File: config.mk
export PLATFORM = sky130hd
export DESIGN_NAME = weighted_lottery_three_queue_scheduler_top_flat
export DESIGN_NICKNAME = d
export VERILOG_FILES = /design/src/design/wltqs_pkg.sv /design/src/design/wltqs_in_if.sv /design/src/design/wltqs_out_if.sv /design/src/design/wltqs_ctrl.sv /design/src/design/wltqs_dp.sv /design/src/design/weighted_lottery_three_queue_scheduler_top.sv /design/src/flat_wrapper.sv
export SDC_FILE = /design/constraint.sdc
export NUM_CORES = 1
export LEC_CHECK = 0
export ABC_AREA = 0
export ABC_CLOCK_PERIOD_IN_PS = 5450
export BUFFER_PORTS_ARGS = -buffer_cell sky130_fd_sc_hd__buf_2
export CAP_MARGIN = 20
export CORE_MARGIN = 4
export CORE_UTILIZATION = 40
export DETAILED_ROUTE_END_ITERATION = 16
export SLEW_MARGIN = 15
export SYNTH_ARGS = -nofsm -noshare
export SYNTH_HDL_FRONTEND = slang
export SYNTH_SLANG_ARGS = --single-unit
File: constraint.sdc
create_clock -name i_clk -period 5.45 [get_ports i_clk]
set_input_delay 0.2725 -clock i_clk [delete_from_list [all_inputs] [get_ports i_clk]]
set_output_delay 0.2725 -clock i_clk [all_outputs]
set_load 0.005 [all_outputs]
File: src/design/wltqs_pkg.sv
`default_nettype none
package wltqs_pkg;

    localparam int QUEUE_DEPTH = 16;
    localparam int ID_WIDTH    = 8;
    localparam int LEVELS      = 3;

    localparam int TASK_ID_W   = 8;
    localparam int PRIO_W      = 2;
    localparam int RAND_W      = 16;
    localparam int LEVEL_W     = 2;
    localparam int WEIGHT_W    = 4;
    localparam int CFG_INDEX_W = 2;
    localparam int CFG_DATA_W  = 4;

    localparam logic [CFG_INDEX_W-1:0] REG_WEIGHT_HIGH = 2'd0;
    localparam logic [CFG_INDEX_W-1:0] REG_WEIGHT_MID  = 2'd1;
    localparam logic [CFG_INDEX_W-1:0] REG_WEIGHT_LOW  = 2'd2;

    localparam logic [WEIGHT_W-1:0] WEIGHT_HIGH_RST = 4'd3;
    localparam logic [WEIGHT_W-1:0] WEIGHT_MID_RST  = 4'd2;
    localparam logic [WEIGHT_W-1:0] WEIGHT_LOW_RST  = 4'd1;

    localparam logic [LEVEL_W-1:0] LVL_HIGH = 2'd0;
    localparam logic [LEVEL_W-1:0] LVL_MID  = 2'd1;
    localparam logic [LEVEL_W-1:0] LVL_LOW  = 2'd2;

    localparam logic [PRIO_W-1:0] PRIO_HIGH = 2'd0;
    localparam logic [PRIO_W-1:0] PRIO_MID  = 2'd1;

    localparam logic MODE_ENQUEUE = 1'b0;
    localparam logic MODE_SELECT  = 1'b1;

    typedef struct packed {
        logic load_in;
        logic weigh;
        logic div_step;
        logic pick;
        logic enq_commit;
        logic load_out;
    } t_dp_cmd;

    typedef struct packed {
        logic is_select;
        logic out_free;
    } t_dp_stat;

endpackage
`default_nettype wire

File: src/design/wltqs_in_if.sv
`default_nettype none
interface wltqs_in_if;
    logic                             valid;
    logic                             ready;
    logic                             mode;
    logic [wltqs_pkg::TASK_ID_W-1:0]  task_id;
    logic [wltqs_pkg::PRIO_W-1:0]     priority_req;
    logic [wltqs_pkg::RAND_W-1:0]     lottery_draw;

    modport source (output valid, mode, task_id, priority_req, lottery_draw, input ready);
    modport sink (input valid, mode, task_id, priority_req, lottery_draw, output ready);
endinterface
`default_nettype wire

File: src/design/wltqs_out_if.sv
`default_nettype none
interface wltqs_out_if;
    logic                             valid;
    logic                             ready;
    logic                             grant_valid;
    logic [wltqs_pkg::TASK_ID_W-1:0]  grant_id;
    logic [wltqs_pkg::LEVEL_W-1:0]    grant_level;
    logic                             overflow;

    modport source (output valid, grant_valid, grant_id, grant_level, overflow, input ready);
    modport sink (input valid, grant_valid, grant_id, grant_level, overflow, output ready);
endinterface
`default_nettype wire

File: src/design/wltqs_ctrl.sv
`default_nettype none
module wltqs_ctrl (
    input  wire logic               i_clk,
    input  wire logic               i_rst_n,
    input  wire logic               i_in_valid,
    output logic                    o_in_ready,
    input  wltqs_pkg::t_dp_stat     i_stat,
    output wltqs_pkg::t_dp_cmd      o_cmd
);

    localparam int DIV_CNT_W = $clog2(wltqs_pkg::RAND_W);

    typedef enum logic [5:0] {
        S_IDLE   = 6'b000001,
        S_WEIGH  = 6'b000010,
        S_ENQ    = 6'b000100,
        S_DIVIDE = 6'b001000,
        S_PICK   = 6'b010000,
        S_FIN    = 6'b100000
    } t_state;

    t_state               r_state, n_state;
    logic [DIV_CNT_W-1:0] r_div_cnt, n_div_cnt;

    always_comb begin
        n_state    = r_state;
        n_div_cnt  = r_div_cnt;
        o_in_ready = 1'b0;
        o_cmd      = '0;
        case (r_state)
            S_IDLE: begin
                o_in_ready = 1'b1;
                if (i_in_valid) begin
                    o_cmd.load_in = 1'b1;
                    n_state       = S_WEIGH;
                end
            end
            S_WEIGH: begin
                o_cmd.weigh = 1'b1;
                n_div_cnt   = '0;
                n_state     = i_stat.is_select ? S_DIVIDE : S_ENQ;
            end
            S_ENQ: begin
                if (i_stat.out_free) begin
                    o_cmd.enq_commit = 1'b1;
                    o_cmd.load_out   = 1'b1;
                    n_state          = S_IDLE;
                end
            end
            S_DIVIDE: begin
                o_cmd.div_step = 1'b1;
                n_div_cnt      = r_div_cnt + 1'b1;
                if (r_div_cnt == DIV_CNT_W'(wltqs_pkg::RAND_W - 1)) begin
                    n_state = S_PICK;
                end
            end
            S_PICK: begin
                o_cmd.pick = 1'b1;
                n_state    = S_FIN;
            end
            S_FIN: begin
                if (i_stat.out_free) begin
                    o_cmd.load_out = 1'b1;
                    n_state        = S_IDLE;
                end
            end
            default: begin
                n_state = S_IDLE;
            end
        endcase
    end

    always_ff @(posedge i_clk) begin
        if (!i_rst_n) begin
            r_state   <= S_IDLE;
            r_div_cnt <= '0;
        end else begin
            r_state   <= n_state;
            r_div_cnt <= n_div_cnt;
        end
    end

endmodule
`default_nettype wire

File: src/design/wltqs_dp.sv
`default_nettype none
module wltqs_dp #(
    parameter int QUEUE_DEPTH = wltqs_pkg::QUEUE_DEPTH,
    parameter int ID_WIDTH    = wltqs_pkg::ID_WIDTH
) (
    input  wire logic                                i_clk,
    input  wire logic                                i_rst_n,
    input  wire logic                                i_mode,
    input  wire logic [wltqs_pkg::TASK_ID_W-1:0]     i_task_id,
    input  wire logic [wltqs_pkg::PRIO_W-1:0]        i_priority_req,
    input  wire logic [wltqs_pkg::RAND_W-1:0]        i_lottery_draw,
    input  wire logic                                i_cfg_we,
    input  wire logic [wltqs_pkg::CFG_INDEX_W-1:0]   i_cfg_index,
    input  wire logic [wltqs_pkg::CFG_DATA_W-1:0]    i_cfg_wdata,
    input  wltqs_pkg::t_dp_cmd                       i_cmd,
    output wltqs_pkg::t_dp_stat                      o_stat,
    input  wire logic                                i_out_ready,
    output logic                                     o_out_valid,
    output logic                                     o_grant_valid,
    output logic [wltqs_pkg::TASK_ID_W-1:0]          o_grant_id,
    output logic [wltqs_pkg::LEVEL_W-1:0]            o_grant_level,
    output logic                                     o_overflow
);

    localparam int LEVELS  = wltqs_pkg::LEVELS;
    localparam int LEVEL_W = wltqs_pkg::LEVEL_W;
    localparam int PTR_W   = $clog2(QUEUE_DEPTH);
    localparam int CNT_W   = $clog2(QUEUE_DEPTH + 1);
    localparam int BAND_W  = CNT_W + wltqs_pkg::WEIGHT_W;
    localparam int TOT_W   = BAND_W + 2;
    localparam int MEM_N   = LEVELS * QUEUE_DEPTH;
    localparam int ADDR_W  = $clog2(MEM_N);
    localparam int RAND_W  = wltqs_pkg::RAND_W;

    logic [wltqs_pkg::WEIGHT_W-1:0] r_weight [LEVELS];

    logic                 r_mode;
    logic [ID_WIDTH-1:0]  r_task_id;
    logic [LEVEL_W-1:0]   r_level;
    logic [RAND_W-1:0]    r_rand;

    logic [PTR_W-1:0]     r_head  [LEVELS];
    logic [PTR_W-1:0]     r_tail  [LEVELS];
    logic [CNT_W-1:0]     r_count [LEVELS];

    logic [BAND_W-1:0]    r_band_h, r_band_m;
    logic [TOT_W-1:0]     r_total, r_rem;

    logic [ID_WIDTH-1:0]  r_mem [MEM_N];
    logic [ID_WIDTH-1:0]  r_rd_data;
    logic                 r_grant;
    logic [LEVEL_W-1:0]   r_glevel;

    logic                 r_out_valid;
    logic                 r_grant_valid;
    logic [wltqs_pkg::TASK_ID_W-1:0] r_grant_id;
    logic [LEVEL_W-1:0]   r_grant_level;
    logic                 r_overflow;

    logic [LEVEL_W-1:0]   in_level;
    logic [BAND_W-1:0]    band_h, band_m, band_l;
    logic [TOT_W-1:0]     total;
    logic [TOT_W:0]       rem_shift;
    logic [TOT_W:0]       rem_next;
    logic [TOT_W-1:0]     band_hm;
    logic [LEVEL_W-1:0]   sel_level;
    logic                 grant;
    logic                 full;
    logic [ADDR_W-1:0]    wr_addr, rd_addr;

    always_comb begin
        if (i_priority_req == wltqs_pkg::PRIO_HIGH) begin
            in_level = wltqs_pkg::LVL_HIGH;
        end else if (i_priority_req == wltqs_pkg::PRIO_MID) begin
            in_level = wltqs_pkg::LVL_MID;
        end else begin
            in_level = wltqs_pkg::LVL_LOW;
        end
    end

    assign band_h = BAND_W'(r_count[0]) * BAND_W'(r_weight[0]);
    assign band_m = BAND_W'(r_count[1]) * BAND_W'(r_weight[1]);
    assign band_l = BAND_W'(r_count[2]) * BAND_W'(r_weight[2]);
    assign total  = TOT_W'(band_h) + TOT_W'(band_m) + TOT_W'(band_l);

    // One quotient bit per cycle; the remainder stays below the total whenever the total is nonzero.
    assign rem_shift = {r_rem, r_rand[RAND_W-1]};
    assign rem_next  = (rem_shift >= {1'b0, r_total}) ? rem_shift - {1'b0, r_total} : rem_shift;

    assign band_hm = TOT_W'(r_band_h) + TOT_W'(r_band_m);

    always_comb begin
        if (r_rem < TOT_W'(r_band_h)) begin
            sel_level = wltqs_pkg::LVL_HIGH;
        end else if (r_rem < band_hm) begin
            sel_level = wltqs_pkg::LVL_MID;
        end else begin
            sel_level = wltqs_pkg::LVL_LOW;
        end
    end

    assign grant   = (r_total != '0) && (r_count[sel_level] != '0);
    assign full    = (r_count[r_level] == CNT_W'(QUEUE_DEPTH));
    assign wr_addr = ADDR_W'(r_level) * ADDR_W'(QUEUE_DEPTH) + ADDR_W'(r_tail[r_level]);
    assign rd_addr = ADDR_W'(sel_level) * ADDR_W'(QUEUE_DEPTH) + ADDR_W'(r_head[sel_level]);

    always_ff @(posedge i_clk) begin
        if (!i_rst_n) begin
            r_weight[0] <= wltqs_pkg::WEIGHT_HIGH_RST;
            r_weight[1] <= wltqs_pkg::WEIGHT_MID_RST;
            r_weight[2] <= wltqs_pkg::WEIGHT_LOW_RST;
        end else if (i_cfg_we) begin
            case (i_cfg_index)
                wltqs_pkg::REG_WEIGHT_HIGH: r_weight[0] <= i_cfg_wdata;
                wltqs_pkg::REG_WEIGHT_MID:  r_weight[1] <= i_cfg_wdata;
                wltqs_pkg::REG_WEIGHT_LOW:  r_weight[2] <= i_cfg_wdata;
                default: begin
                end
            endcase
        end
    end

    always_ff @(posedge i_clk) begin
        if (i_cmd.load_in) begin
            r_mode    <= i_mode;
            r_task_id <= ID_WIDTH'(i_task_id);
            r_level   <= in_level;
            r_rand    <= i_lottery_draw;
        end else if (i_cmd.div_step) begin
            r_rand    <= r_rand << 1;
        end
        if (i_cmd.weigh) begin
            r_band_h <= band_h;
            r_band_m <= band_m;
            r_total  <= total;
            r_rem    <= '0;
        end else if (i_cmd.div_step) begin
            r_rem    <= TOT_W'(rem_next);
        end
        if (i_cmd.pick) begin
            r_grant  <= grant;
            r_glevel <= sel_level;
        end
    end

    always_ff @(posedge i_clk) begin
        if (!i_rst_n) begin
            for (int l = 0; l < LEVELS; l++) begin
                r_head[l]  <= '0;
                r_tail[l]  <= '0;
                r_count[l] <= '0;
            end
        end else if (i_cmd.enq_commit && !full) begin
            r_tail[r_level]  <= (r_tail[r_level] == PTR_W'(QUEUE_DEPTH - 1)) ?
                                '0 : r_tail[r_level] + 1'b1;
            r_count[r_level] <= r_count[r_level] + 1'b1;
        end else if (i_cmd.pick && grant) begin
            r_head[sel_level]  <= (r_head[sel_level] == PTR_W'(QUEUE_DEPTH - 1)) ?
                                  '0 : r_head[sel_level] + 1'b1;
            r_count[sel_level] <= r_count[sel_level] - 1'b1;
        end
    end

    always_ff @(posedge i_clk) begin
        if (i_cmd.enq_commit && !full) begin
            r_mem[wr_addr] <= r_task_id;
        end
        if (i_cmd.pick) begin
            r_rd_data <= r_mem[rd_addr];
        end
    end

    always_ff @(posedge i_clk) begin
        if (!i_rst_n) begin
            r_out_valid <= 1'b0;
        end else if (i_cmd.load_out) begin
            r_out_valid <= 1'b1;
        end else if (i_out_ready) begin
            r_out_valid <= 1'b0;
        end
    end

    always_ff @(posedge i_clk) begin
        if (i_cmd.load_out) begin
            if (r_mode == wltqs_pkg::MODE_SELECT) begin
                r_grant_valid <= r_grant;
                r_grant_id    <= r_grant ? wltqs_pkg::TASK_ID_W'(r_rd_data) : '0;
                r_grant_level <= r_grant ? r_glevel : wltqs_pkg::LVL_HIGH;
                r_overflow    <= 1'b0;
            end else begin
                r_grant_valid <= 1'b0;
                r_grant_id    <= '0;
                r_grant_level <= wltqs_pkg::LVL_HIGH;
                r_overflow    <= full;
            end
        end
    end

    assign o_stat.is_select = (r_mode == wltqs_pkg::MODE_SELECT);
    assign o_stat.out_free  = !r_out_valid || i_out_ready;

    assign o_out_valid   = r_out_valid;
    assign o_grant_valid = r_grant_valid;
    assign o_grant_id    = r_grant_id;
    assign o_grant_level = r_grant_level;
    assign o_overflow    = r_overflow;

endmodule
`default_nettype wire

File: src/design/weighted_lottery_three_queue_scheduler_top.sv
// An enqueue item passes through the weigh and enqueue states; a select item through weigh, divide, pick and finish.
// One item at a time; the enqueue and finish states wait while the output register is still full.
// A select item runs the 16-step bit-serial remainder of the random value by the total.
// Reset is synchronous and active low: weights return to 3, 2, 1, pointers and counts clear.
// The queue store is not cleared; only written entries are ever popped.
`default_nettype none
module weighted_lottery_three_queue_scheduler_top #(
    parameter int QUEUE_DEPTH = wltqs_pkg::QUEUE_DEPTH,
    parameter int ID_WIDTH    = wltqs_pkg::ID_WIDTH
) (
    input  wire logic                                i_clk,
    input  wire logic                                i_rst_n,
    wltqs_in_if.sink                                 i_in,
    wltqs_out_if.source                              o_out,
    input  wire logic                                i_cfg_we,
    input  wire logic [wltqs_pkg::CFG_INDEX_W-1:0]   i_cfg_index,
    input  wire logic [wltqs_pkg::CFG_DATA_W-1:0]    i_cfg_wdata
);

    wltqs_pkg::t_dp_cmd  w_cmd;
    wltqs_pkg::t_dp_stat w_stat;
    logic                w_in_ready;

    wltqs_ctrl u_ctrl (
        .i_clk      (i_clk),
        .i_rst_n    (i_rst_n),
        .i_in_valid (i_in.valid),
        .o_in_ready (w_in_ready),
        .i_stat     (w_stat),
        .o_cmd      (w_cmd)
    );

    wltqs_dp #(
        .QUEUE_DEPTH (QUEUE_DEPTH),
        .ID_WIDTH    (ID_WIDTH)
    ) u_dp (
        .i_clk          (i_clk),
        .i_rst_n        (i_rst_n),
        .i_mode         (i_in.mode),
        .i_task_id      (i_in.task_id),
        .i_priority_req (i_in.priority_req),
        .i_lottery_draw (i_in.lottery_draw),
        .i_cfg_we       (i_cfg_we),
        .i_cfg_index    (i_cfg_index),
        .i_cfg_wdata    (i_cfg_wdata),
        .i_cmd          (w_cmd),
        .o_stat         (w_stat),
        .i_out_ready    (o_out.ready),
        .o_out_valid    (o_out.valid),
        .o_grant_valid  (o_out.grant_valid),
        .o_grant_id     (o_out.grant_id),
        .o_grant_level  (o_out.grant_level),
        .o_overflow     (o_out.overflow)
    );

    assign i_in.ready = w_in_ready;

    // Only one item is in flight, so the block is busy right after an acceptance.
    a_one_in_flight: assert property (@(posedge i_clk) disable iff (!i_rst_n)
        (i_in.valid && i_in.ready) |=> !i_in.ready)
        else $error("item accepted while another is in flight");

    a_grant_fields: assert property (@(posedge i_clk) disable iff (!i_rst_n)
        (o_out.valid && o_out.grant_valid) |->
        (!o_out.overflow && (o_out.grant_level == wltqs_pkg::LVL_HIGH ||
         o_out.grant_level == wltqs_pkg::LVL_MID || o_out.grant_level == wltqs_pkg::LVL_LOW)))
        else $error("grant result with bad level or overflow set");

    a_no_grant_zero: assert property (@(posedge i_clk) disable iff (!i_rst_n)
        (o_out.valid && !o_out.grant_valid) |->
        (o_out.grant_id == '0 && o_out.grant_level == wltqs_pkg::LVL_HIGH))
        else $error("result without grant carries nonzero grant fields");

endmodule
`default_nettype wire

File: src/flat_wrapper.sv
// flat-port wrapper written by rule: the top's interface ports become plain ports
module weighted_lottery_three_queue_scheduler_top_flat 
#(
    parameter int QUEUE_DEPTH = wltqs_pkg::QUEUE_DEPTH,
    parameter int ID_WIDTH    = wltqs_pkg::ID_WIDTH
)
  (i_clk, i_rst_n, i_cfg_we, i_cfg_index, i_cfg_wdata, i_in_valid, i_in_mode, i_in_task_id, i_in_priority_req, i_in_lottery_draw, i_in_ready, o_out_valid, o_out_grant_valid, o_out_grant_id, o_out_grant_level, o_out_overflow, o_out_ready);
  wltqs_in_if i_in_i ();
  wltqs_out_if o_out_i ();
  input  wire logic i_clk;
  input  wire logic i_rst_n;
  input  wire logic i_cfg_we;
  input  wire logic [wltqs_pkg::CFG_INDEX_W-1:0] i_cfg_index;
  input  wire logic [wltqs_pkg::CFG_DATA_W-1:0] i_cfg_wdata;
  input wire logic [$bits(i_in_i.valid)-1:0] i_in_valid;
  input wire logic [$bits(i_in_i.mode)-1:0] i_in_mode;
  input wire logic [$bits(i_in_i.task_id)-1:0] i_in_task_id;
  input wire logic [$bits(i_in_i.priority_req)-1:0] i_in_priority_req;
  input wire logic [$bits(i_in_i.lottery_draw)-1:0] i_in_lottery_draw;
  output wire logic [$bits(i_in_i.ready)-1:0] i_in_ready;
  output wire logic [$bits(o_out_i.valid)-1:0] o_out_valid;
  output wire logic [$bits(o_out_i.grant_valid)-1:0] o_out_grant_valid;
  output wire logic [$bits(o_out_i.grant_id)-1:0] o_out_grant_id;
  output wire logic [$bits(o_out_i.grant_level)-1:0] o_out_grant_level;
  output wire logic [$bits(o_out_i.overflow)-1:0] o_out_overflow;
  input wire logic [$bits(o_out_i.ready)-1:0] o_out_ready;
  assign i_in_i.valid = i_in_valid;
  assign i_in_i.mode = i_in_mode;
  assign i_in_i.task_id = i_in_task_id;
  assign i_in_i.priority_req = i_in_priority_req;
  assign i_in_i.lottery_draw = i_in_lottery_draw;
  assign i_in_ready = i_in_i.ready;
  assign o_out_valid = o_out_i.valid;
  assign o_out_grant_valid = o_out_i.grant_valid;
  assign o_out_grant_id = o_out_i.grant_id;
  assign o_out_grant_level = o_out_i.grant_level;
  assign o_out_overflow = o_out_i.overflow;
  assign o_out_i.ready = o_out_ready;
  weighted_lottery_three_queue_scheduler_top #(.QUEUE_DEPTH(QUEUE_DEPTH), .ID_WIDTH(ID_WIDTH)) u_core (.i_clk(i_clk), .i_rst_n(i_rst_n), .i_in(i_in_i), .o_out(o_out_i), .i_cfg_we(i_cfg_we), .i_cfg_index(i_cfg_index), .i_cfg_wdata(i_cfg_wdata));
endmodule
# == Yosys cells after proc, flatten, opt, wreduce, memory -nomap -nowiden ==
# Memory sizes are Yosys's and may differ from the RTL's. A register that Yosys moved wholly into a read port is not among the register bits.
# Index checks and enable logic that the tools add are counted.
# classes
n_reduce_logical,20
magnitude_cmp,3
mul,3
eq_ne,16
add_sub_neg,11
bitwise,3
mux,66
# op_table
op,n
2-to-1 mux 1 bit,35
2-to-1 mux 16 bit,2
2-to-1 mux 4 bit,8
case mux 6 bit (5 select lines),1
multiplier 5 x 4 -> 9 bit,3
2-to-1 mux 2 bit,12
adder 9 x 9 -> 10 bit,2
2-to-1 mux 6 bit,3
"adder 4 x 1 -> 4 bit, second input constant",3
adder 6 x 4 -> 6 bit,2
"== test 4 bit, second input constant",3
>= comparator 12 x 11 -> 1 bit,1
adder 10 x 9 -> 11 bit,1
less-than comparator 11 x 10 -> 1 bit,1
less-than comparator 11 x 9 -> 1 bit,1
2-to-1 mux 11 bit,1
nonzero test 11 bit,1
subtractor 11 bit,1
2-to-1 mux 5 bit,2
OR reduction 5 bit,2
case mux 4 bit (2 select lines),1
OR reduction 4 bit,2
"== test 6 x 1 -> 1 bit, second input constant",1
"== test 6 x 2 -> 1 bit, second input constant",1
other kinds (22),32
# totals
mem_count,5
ff_bits,93
mem_bits_rw,435
inputBits,38
# memory_table
memory,depth,word_bits,read_ports,rd_ports_with_merged_regs,wr,line_no,text
u_core.u_dp.r_mem,48,8,1,1,1,wltqs_dp.sv:49,logic [ID_WIDTH-1:0] r_mem [MEM_N];
u_core.u_dp.r_count,3,5,5,1,3,wltqs_dp.sv:44,logic [CNT_W-1:0] r_count [LEVELS];
u_core.u_dp.r_head,3,4,1,0,3,wltqs_dp.sv:42,logic [PTR_W-1:0] r_head [LEVELS];
u_core.u_dp.r_tail,3,4,1,1,3,wltqs_dp.sv:43,logic [PTR_W-1:0] r_tail [LEVELS];
u_core.u_dp.r_weight,3,4,3,0,3,wltqs_dp.sv:35,logic [wltqs_pkg::WEIGHT_W-1:0] r_weight [LEVELS];

# == Longest topological paths before layout ==
# An unclocked memory read counts as a cell.
# depth
word_depth,14
ltp_mapped,30

# == Hierarchy ==
# Synthesis repeated with hierarchy kept, for this count alone.
# hier_totals
cells_unflattened,2082
area_unflattened_um2,25495.7
# by_module_without_submodules
module,seq_area_each_um2,instances,area_each_um2,cells_per_inst
wltqs_dp,15985.3,1,24981.5,2024
wltqs_ctrl,200.2,1,514.2,58

# == Worst setup path after synthesis ==
# OpenSTA, ideal clock, no wires.
# synth_path
path_kind,register -> register
from,memory u_core.u_dp.r_count[0][2] (netlist name)
to,register u_core.u_dp.r_total[9] (data pin)
t_required_ns,5.192
path_slack_ns,0.221
stages_incl_launch_ff,20
synth_period_minus_slack_ns,5.229
setup_ns,0.258
t_arrival_ns,4.971
cell_sequence,edfxtp_1 > and2_1 > fa_1 > inv_1 > fa_1 > fa_1 > inv_1 > fa_1 > inv_1 > fa_1 > fa_1 > inv_1 > ha_1 > a21o_1 > a21oi_1 > o21bai_1 > a21oi_1 > o21bai_1 > a21oi_1 > xnor2_1
# synth_rtl
item,line_no,text
"start, declared",wltqs_dp.sv:44,
"end signal, assigned",wltqs_dp.sv:135,r_total <= total;
"end, declared",wltqs_dp.sv:47,"logic [TOT_W-1:0] r_total, r_rem;"

==> impl_metrics.yaml <==
global_routing:
  grt_pass1_wl_mm: 98.36
  grtUsageMet1: 0.2665
  use_met3: 0.03464
  gr-max-usage-layer: "met2"
  grt_max_degree: 49
  antenna_found_initial: 2
  grt_overflow: 0
  grt.total_usage: 0.1899
  grt_pass1_vias: 16292
  use_met2: 0.3093
timing:
  finalWorstSetupSlack_ps: 218.3
  slew_violations: 0
  setup_viol: 0
  fin_skew_ps: 60.75
  min_period_ps: 5232
  final.period_utilization: 0.9599
  tightest_slew_ps: 1297
  tns_ps: 0
  fmax_ghz: 0.1911
  rsz0062_at_grt: "yes"
  max_slew_margin: 0.1287
  finalHoldViolCount: 0
  finalHoldWorstSlack_ps: 85.86
power_and_ir_drop:
  p_leak_nw: 11.65
  switching_share: 0.2576
  p_per_area_nw_per_um2: 358.7
  power.total_mw: 10.82
  clockPowerShare: 0.384
  ir_drop_mv: 0.2452
  p_seq_frac: 0.443
  power.internal_mw: 8.036
  p_sw_mw: 2.788
  p_comb_frac: 0.173
synth:
  yosys_warnings: 0
  synth.avg_cell_area_um2: 12.83
  synth_fp_nets: 2148
  synth-edff-count: 523
  syn-instance-count: 1989
  synthArstFlopShare: 0
  yosysSeqAreaShare: 0.6341
  syn_area_um2: 25520
  synth-main-ff-cell: "edfxtp_1"
  synth.distinct_cells: 75
  synth-seq-cells: 547
layout:
  layout_commonest_cell: "edfxtp_1"
  final_util: 0.4783
  nNetsFinal: 2332
  postLayoutCellArea_um2: 30170
  num_antenna_cells: 0
  final_cell_mix: "edfxtp_1, nand2_1, nor2_1"
  drive_above_1_share: 0.1542
  instances_no_fill: 3064
  areaGrowthSynthToFinish_pct: 18.22
detailed_routing:
  route.detailed.drc: 0
  avgViaCountPerCell: 5.379
  dr.pass1.iters: 8
  drt_iter0_markers: 1510
  vias: 16480
  ant_nets: 0
  routed_wl_mm: 66.32
  wl_per_cell_um: 21.65
worst_setup_path:
  critical_path_class: "reg -> reg"
  reg2reg_from: "u_core.u_dp.r_weight[0][1]"
  cp.required_ps: 5840
  path_common_cell: "fa_1"
  cp.arrival_ps: 5620
  crit_path_max_incr_delay_ps: 570
  crit_chain: "and2_4 > fa_1 > inv_2 > fa_1 > fa_2 > inv_2 > fa_1 > inv_1 > fa_1 > fa_1 > inv_1 > ha_1 > a21o_1 > a21oi_2 > o21bai_1 > a21oi_2 > o21bai_1 > a21oi_1 > xnor2_1"
  rr_endpoint: "u_core.u_dp.r_total[9]"
  rrSetupSlack_ps: 220
  cp_slowest_cell: "fa_1"
  cp-start-kind: "register"
  cp_max_fo: 2
  reg2reg_depth: 19
  end_kind: "register"
clock_tree:
  clk_pin_slew_ps: 70
  clkLatencyLatePin_ps: 640
  cts_made_buffers: 56
  cts_sinks: 547
  cts_tree: "built"
  clk_path_buf_depth: 3
  htreeDepth: 2
  cts-root-buf: "clkbuf_16"
run:
  drv_cap: 0
die:
  start_util: 0.4046
  die_area_um2: 67910
  boundaryPins: 52
  die_x_um: 260.6
  core_area_um2: 63080
  die_y_um: 260.6
  num_rows: 92
run_status:
  status: "completed"
placed_design:
  port_buffers: 51
  dp_hpwl_mm: 44.51
  dp_cells: 2900
  placed_cell_area_um2: 27200
  gp_congestion: 0.8528
  dp_slack_ps: -240.5
hold_path:
  hp-class: "in -> reg"
  hold-path-cell-count: 2
  whs_endpoint: "u_core.u_dp.r_weight[0][8]"
  worstHoldStart: "i_cfg_index[1]"
[power by group through the flow]
stage	Combinational, mW	Sequential [mW]	Clock, mW
2_1_floorplan	1.10	4.89	0
3_3_place_gp	1.62	4.89	0
3_5_place_dp	1.64	4.89	0
4_1_cts	1.69	4.80	4.25
5_1_grt	2.05	4.80	4.41
6_report	1.87	4.80	4.15
[critical path, delay by kind of cell (launching register included)]
kind,cells,cell delay [ps]
buffers and inverters,4,200
AOI/OAI and AO/OA,6,830
and+or+nand+nor,1,180
xor gates and xnor gates,1,70
adders and majority gates,7,3390
DFF,1,390
[Yosys cell counts (9+ instances only)]
master	n	area, um2
clkbuf_1	28	105.1
buf_2	25	125.1
nor3_1	14	70.07
nand4_1	19	118.9
o22ai_1	15	93.84
dfxtp_1	24	480.5
o21ai_0	35	175.2
nor2b_1	13	81.33
inv_1	115	431.7
and3_1	19	118.9
nand2_1	344	1291
mux4_2	10	225.2
and2_1	48	300.3
nand2b_1	17	106.4
a31oi_1	21	131.4
a21oi_1	59	295.3
xnor2_1	22	192.7
a32oi_1	9	78.83
nor2_1	140	525.5
mux2i_1	129	1291
buf_6	11	123.9
a21o_1	11	82.58
ha_1	86	1076
nand3_1	71	355.3
edfxtp_1	523	15710
fa_1	35	700.7
xor2_1	10	87.58
buf_4	9	67.56
[how the worst max path moves through the flow]
stage / cells past startpoint / slack [ps] / from / endpoint
after detailed placement: 26 / -240 / u_core.u_dp.r_band_h[0] / u_core.u_dp.r_count[1][4]
after CTS: 23 / 10 / u_core.u_dp.r_band_h[0] / u_core.u_dp.r_rd_data[1]
after global routing: 19 / -30 / u_core.u_dp.r_count[0][2] / u_core.u_dp.r_total[9]
after floorplan: 19 / 220 / u_core.u_dp.r_count[0][2] / u_core.u_dp.r_total[9]
after global placement: 27 / -180 / u_core.u_dp.r_band_h[0] / u_core.u_dp.r_count[1][2]
final: 19 / 220 / u_core.u_dp.r_weight[0][1] / u_core.u_dp.r_total[9]
[state kept, by name (all words and copies together), names as in the netlist, 4 cells and up, named ones only]
name and cells:
u_core.u_dp.r_total 11, u_core.u_dp.r_task_id 8, u_core.u_dp.r_weight 12, u_core.u_dp.r_tail 16, u_core.u_dp.r_head 12, u_core.u_dp.o_grant_id 8, u_core.u_dp.r_band_h 9, u_core.u_dp.r_count 20
u_core.u_ctrl.r_state 6, u_core.u_dp.r_rand 16, u_core.u_ctrl.r_div_cnt 4, u_core.u_dp.r_rd_data 8, u_core.u_dp.r_mem 384, u_core.u_dp.r_band_m 9, u_core.u_dp.r_rem 11
[cell type report]
class                   instances  area, um2
clock buffers                  65       1476
clock inverters                38      538.0
fillers                      5571      32910
inverters                     117      451.7
multi-input cells            1247       8698
flip-flops and latches        547      16190
well taps                     846       1059
repair buffers                204       1764
[metal layers]
layer,up-vias,wire [um]
met2,682,31250
met4,0,1437
li1,7563,-
met3,103,5112
met5,-,0
met1,8132,28530
[kinds of logic after synthesis]
logic type / synth area share
fa+ha+maj: 0.06961
compound gates: 0.05976
xor+xnor: 0.01098
flops: 0.6341
buf+inv: 0.03593
simple gates: 0.1271
mux: 0.06250
[what timing repair did]
item / in CTS / in global routing
gates cloned: 0 / 5
endpoints found under the setup margin: 34 / 65
resized for setup: 12 / 67
hold endpoints to repair: 33 / 0
setup buffers: 5 / 20
pin swaps: 3 / 30
hold buffers: 31 / 0
Note: power is estimated with default switching activity, not from simulation.
